[config.mk]
export PLATFORM = sky130hd
export DESIGN_NAME = nebacc_front
export DESIGN_NICKNAME = d
export VERILOG_FILES = /design/src/sv/nebacc_pkg.sv /design/src/sv/nebacc_front.sv
export SDC_FILE = /design/constraint.sdc
export NUM_CORES = 1
export LEC_CHECK = 0
export ABC_AREA = 1
export BUFFER_PORTS_ARGS = -buffer_cell sky130_fd_sc_hd__buf_2
export CORE_AREA = 2 2 215 217
export CTS_BUF_LIST = sky130_fd_sc_hd__clkbuf_8
export CTS_CLUSTER_DIAMETER = 200
export DETAILED_ROUTE_END_ITERATION = 10
export DIE_AREA = 0 0 217 219
export MAX_ROUTING_LAYER = met4
export PLACE_DENSITY = 0.81
export SLEW_MARGIN = 10
export SYNTH_ARGS = -nofsm -noshare
export SYNTH_HDL_FRONTEND = slang
export SYNTH_SLANG_ARGS = --single-unit
[constraint.sdc]
create_clock -name clk -period 24.5 [get_ports clk]
set_clock_uncertainty 0.1 [all_clocks]
set_input_delay 7.35 -clock clk [delete_from_list [all_inputs] [get_ports clk]]
set_output_delay 7.35 -clock clk [all_outputs]
set_load 0.01 [all_outputs]
[src/sv/nebacc_pkg.sv]
// ----------------------------------------------------------------------------
// nebacc_pkg
// Types and constants of the normal-equation block accumulator.
// ----------------------------------------------------------------------------
package nebacc_pkg;

	localparam int FRAME_N       = 6;
	localparam int POINT_N       = 3;
	localparam int FRAME_ENTRIES = 42;
	localparam int POINT_ENTRIES = 12;
	localparam int BASE_W        = 16;

	localparam logic [2:0] REQ_FRAME_ROW  = 3'd0;
	localparam logic [2:0] REQ_POINT_ROW  = 3'd1;
	localparam logic [2:0] REQ_READ_FRAME = 3'd2;
	localparam logic [2:0] REQ_READ_POINT = 3'd3;
	localparam logic [2:0] REQ_CLR_FRAME  = 3'd4;
	localparam logic [2:0] REQ_CLR_POINT  = 3'd5;

	localparam logic [1:0] ST_DONE  = 2'd0;
	localparam logic [1:0] ST_FIXED = 2'd1;
	localparam logic [1:0] ST_RANGE = 2'd2;

	localparam logic [1:0] CFG_FIXED_FRAMES = 2'd0;
	localparam logic [1:0] CFG_FIXED_POINTS = 2'd1;
	localparam logic [1:0] CFG_WEIGHT_EN    = 2'd2;

	typedef struct packed {
		logic [2:0]         req_type;
		logic [10:0]        entity_id;
		logic [5:0]         elem_index;
		logic signed [31:0] jac_0;
		logic signed [31:0] jac_1;
		logic signed [31:0] jac_2;
		logic signed [31:0] jac_3;
		logic signed [31:0] jac_4;
		logic signed [31:0] jac_5;
		logic signed [31:0] residual;
		logic [16:0]        weight;
	} nebacc_req_t;

	typedef struct packed {
		logic signed [63:0] value;
		logic [1:0]         status;
	} nebacc_res_t;

	typedef enum logic [1:0] {
		OP_ACC,
		OP_READ,
		OP_CLEAR
	} nebacc_op_t;

	// One classified item as it waits between front and back
	typedef struct packed {
		nebacc_op_t         op;
		logic               is_frame;
		logic [1:0]         status;
		logic [BASE_W-1:0]  base;
		logic [5:0]         elem;
		logic [5:0][31:0]   jac;
		logic signed [31:0] residual;
		logic [16:0]        weight;
	} nebacc_entry_t;

	typedef enum logic [3:0] {
		BK_INIT,
		BK_IDLE,
		BK_P0,
		BK_P1,
		BK_P2,
		BK_P3,
		BK_RD0,
		BK_RD1,
		BK_ZERO,
		BK_EMIT
	} nebacc_state_t;

endpackage

[src/sv/nebacc_front.sv]
// ----------------------------------------------------------------------------
// nebacc_front
// Classify incoming items and hold them in a two-entry queue.
// ----------------------------------------------------------------------------
module nebacc_front #(
	parameter int MAX_FRAMES = 64,
	parameter int MAX_POINTS = 1024
) (
	input  logic                  clk,
	input  logic                  arst_n,
	input  logic                  push,
	input  nebacc_pkg::nebacc_req_t req,
	input  logic [9:0]            fixed_frames,
	input  logic [9:0]            fixed_points,
	output logic                  full,
	output logic                  q_valid,
	output nebacc_pkg::nebacc_entry_t q_entry,
	input  logic                  pop
);
	import nebacc_pkg::*;

	nebacc_entry_t ent;
	nebacc_entry_t slot_q [2];
	logic          wr_ptr_q, rd_ptr_q;
	logic [1:0]    count_q;
	logic          is_frame;
	logic [10:0]   fixed;
	logic [10:0]   slot;
	logic [10:0]   cap;
	logic [5:0]    entries;

	always_comb begin
		is_frame = ~req.req_type[0];
		fixed    = is_frame ? {1'b0, fixed_frames} : {1'b0, fixed_points};
		cap      = is_frame ? 11'(MAX_FRAMES) : 11'(MAX_POINTS);
		entries  = is_frame ? 6'(FRAME_ENTRIES) : 6'(POINT_ENTRIES);
		slot     = req.entity_id - fixed;

		ent.is_frame = is_frame;
		ent.elem     = req.elem_index;
		ent.jac      = {req.jac_5, req.jac_4, req.jac_3, req.jac_2, req.jac_1, req.jac_0};
		ent.residual = req.residual;
		ent.weight   = (req.weight > 17'd65536) ? 17'd65536 : req.weight;
		ent.base     = is_frame ? BASE_W'(slot[9:0] * 16'(FRAME_ENTRIES))
		                        : BASE_W'(slot[9:0] * 16'(POINT_ENTRIES));
		case (req.req_type)
			REQ_FRAME_ROW, REQ_POINT_ROW:   ent.op = OP_ACC;
			REQ_READ_FRAME, REQ_READ_POINT: ent.op = OP_READ;
			default:                        ent.op = OP_CLEAR;
		endcase

		if (req.req_type > REQ_CLR_POINT) begin
			ent.status = ST_RANGE;
		end else if (req.entity_id < fixed) begin
			ent.status = ST_FIXED;
		end else if (slot >= cap) begin
			ent.status = ST_RANGE;
		end else if (ent.op == OP_READ && req.elem_index >= entries) begin
			ent.status = ST_RANGE;
		end else begin
			ent.status = ST_DONE;
		end
	end

	always_ff @(posedge clk) begin
		if (push) begin
			slot_q[wr_ptr_q] <= ent;
		end
	end

	always_ff @(posedge clk or negedge arst_n) begin
		if (!arst_n) begin
			wr_ptr_q <= 1'b0;
			rd_ptr_q <= 1'b0;
			count_q  <= 2'd0;
		end else begin
			if (push) begin
				wr_ptr_q <= ~wr_ptr_q;
			end
			if (pop) begin
				rd_ptr_q <= ~rd_ptr_q;
			end
			count_q <= count_q + 2'(push) - 2'(pop);
		end
	end

	assign full    = (count_q == 2'd2);
	assign q_valid = (count_q != 2'd0);
	assign q_entry = slot_q[rd_ptr_q];

endmodule

==> summary.md <==
| Metric | Value |
|---|---|
| Die ar. | approximately 48,000 um2 |
| Initial antenna violation count | 18 |
| R2r setup slk | roughly 22 ns |
| Post-synth top area cell | edfxtp_1 |
| Seq pwr share | between 40% and 50% |
| Area Overhead vs Synth | 22.34% |
| Max Root-Sink Buffers | 3 |
| Worst Path Arrival | roughly 13 ns |
| Unrepaired setup endpoints after global routing | false |
| Dpl ws | between 10 and 15 ns |
| Clock tree sinks | 538 |
| Number of global-route vias before repair | 13,320 |
| Top sig layer | met4 |
| CP Data Required Time | ~25 ns |
| Hold Crit Start | wr_ptr_q |
| Setup_tns | 0 ns |
| Leakage | between 10 and 15 nW |
| Num CTS Buffers | 84 |
| Asr flop ratio synth | 0.7435% |
| DP HPWL | around 38 mm |
| Worst r2r src | wr_ptr_q |
| Postcts setup bufs | 0 |
| Drt drc | 0 |
| Global-route wire length before repair | 75.84 mm |
| Overflow left after global routing | 0 |
| Setup CP Type | primary input to register |
| Placeable core area | 45,090 um2 |
| Clock slew seen by the registers of the worst setup and hold paths | about 0.060 ns |
| Top cell by count, worst path | inv_1 |
| Final Hold Viols | 0 |
| Startpoint types | primary input |
| Die Wd | roughly 220 um |
| Drt initial violations | roughly 820 |
| Top FF cell, synth | edfxtp_1 |
| Worst setup EP type | register |
| Least-Margin Pin Slew | 1.058 ns |
| Htree depth | 3 |
| Largest net degree at the start of global routing | around 180 |
| Min Tclk post-route | 12.24 ns |
| Die height | 219 um |
| Max frequency | between 0.08 and 0.09 GHz |
| HP Class | register to register |
| Worst-path fanout max | 27 |
| R2r worst-path depth | 3 |
| DR WL met3 | 4.354 mm |
| CTS resizes | 0 |
| Num ports | approximately 560 |
| Hold endpoint | wr_ptr_q |
| Worst Hold Depth | 1 |
| Worst reg2reg endpoint | slot_q[1][171] |
| CTS tree | built |
| Worst setup margin | 12.26 ns |
| Max Cap Violations | 0 |
| GPL Wtd Cong | around 0.85 |
| Distinct cells, synth | 41 |
| Met2 WL | ~28 mm |
| Clock root buffer | clkbuf_8 |
| Final-stage net count | approximately 2,200 |
| Via count | between 10,000 and 15,000 |
| Area contributors post-synth | edfxtp_1 73%, mux2_2 14%, ha_1 3.2% |
| CP peak stage delay | between 0.5 and 0.6 ns |
| Clk network pwr share | 21.8% |
| FILL cells | approximately 3,400 |
| Yosys top cell area share | between 70 and 80% |
| Post-synth EDFFs | 534 |
| Int Pwr | 2.036 mW |
| Logic gate share of total power | roughly 36% |
| Clk_lat worst skew | ~0.63 ns |
| Pwr dens | 112.7 nW/um2 |
| Crit share post-route | between 40 and 50% |
| WL per Instance | 20.64 um |
| Cells after Synth | 1,274 |
| Most common cell after layout, fill and taps aside | buf_2 |
| Syn Area/Cell | roughly 17 um2 |
| Vias per std cell | slightly above 5 |
| Final antenna-violating net count | 0 |
| Seq cells post-synth | around 540 |
| Mapped Area | roughly 22,000 um2 |
| Hold-fix buffers at CTS | 0 |
| Max-slew violation count | 0 |
| GR Util All Layers | 22.16% |
| Wire length on met1 | 18.70 mm |
| Input/output buffers | 553 |
| Routed WL | 52.61 mm |
| Outcome | completed |
| Final setup vio count | 0 |
| Worst hold slack | between 0.4 and 0.5 ns |
| Most frequent cells in the layout | 553 x buf_2, 534 x edfxtp_1, 267 x mux2_2 |
| Pre-antenna DRT Iters | 5 |
| VDD IR max | roughly 95 uV |
| Share of layout cells above drive strength 1 | between 50 and 60% |
| Syn. warnings | 0 |
| Register area share after synthesis | between 70% and 80% |
| Initial Util | between 40% and 50% |
| Slew margin rel. | roughly 30% |
| Slowest-stage cell, CP | inv_1 |
| Syn Nets | between 1,500 and 2,000 |
| Sw power | approximately 1.0 mW |
| Switching fraction of total power | around a third |
| Fin util | between 50% and 60% |
| Rows | 78 |
Yosys cell counts, types with 3 or more instances:
library cell / number
xnor2_1: 8
a21oi_1: 21
ha_1: 57
edfxtp_1: 534
nand4_1: 4
xor2_1: 6
nand2_2: 21
nand2_4: 5
nand3_1: 25
dfrtp_1: 4
mux2i_1: 9
nor2_4: 3
fa_1: 7
o21ai_0: 18
nor2_1: 40
a21oi_2: 4
mux2_2: 267
nand2_1: 90
nor3_1: 3
clkbuf_1: 13
nand3_2: 6
buf_2: 22
nor4_1: 3
inv_1: 82
stage by stage:
step	power, mW	cells	cell area (um2)
detailed placement	2.395	2397	25470
CTS	3.067	2533	26930
finish	3.039	2549	26970
floorplan	2.052	1274	22040
global placement	2.369	2397	25470
global route	3.199	2546	26960
cell families after synthesis:
kind of cell               synth area share [%]
AOI/OAI and AO/OA                         1.567
adders and majority gates                 3.871
DFF                                       73.20
other                                   0.01701
buffers and inverters                     2.287
muxes                                     14.05
and+or+nand+nor                           4.382
xor gates and xnor gates                 0.6301
flip-flops by register name, indices dropped and copies added (netlist names):
register,flops
slot_q,534
count_q,2
rd_ptr_q,1
wr_ptr_q,1
worst max path at each step:
stage,end,depth (start not counted),from
finish,slot_q[1][260],25,req[258]
global route,slot_q[1][260],25,req[258]
CTS,slot_q[1][260],25,req[258]
detailed placement,slot_q[0][260],25,req[258]
global placement,slot_q[0][260],25,req[258]
floorplan,slot_q[0][0],2,push
power by group through the flow:
| stage | clock [mW] | sequential [mW] | combinational, mW |
|---|---|---|---|
| 2_1_floorplan | 0 | 1.35 | 0.698 |
| 3_3_place_gp | 0 | 1.30 | 1.07 |
| 3_5_place_dp | 0 | 1.31 | 1.08 |
| 4_1_cts | 0.681 | 1.30 | 1.09 |
| 5_1_grt | 0.721 | 1.31 | 1.17 |
| 6_report | 0.664 | 1.29 | 1.08 |
critical path, delay by kind of cell:
kind / cells / cell delay (ns)
adder cells (fa/ha/maj): 5 / 1.64
buffers and inverters: 6 / 1.38
AND/OR/NAND/NOR: 8 / 0.82
AO/OA/AOI/OAI: 5 / 0.88
XOR/XNOR: 1 / 0.43
area by class of cell:
class,count,area (um2),area share (%)
clock inverter,44,195.2,0.7238
clock buffer,92,1266,4.695
inverter,84,324.1,1.202
multi-input combinational,614,5411,20.07
tap,600,750.7,2.784
sequential,538,16140,59.85
antenna,16,40.04,0.1485
timing repair buffer,561,2840,10.53
per-layer routing:
metal | global-route usage, % | vias to the layer above
met5 | - | -
met4 | 10.96 | 0
met3 | 7.124 | 124
met2 | 38.42 | 473
met1 | 22.61 | 6330
li1 | - | 5993
Power figures use the tool's default switching activity.
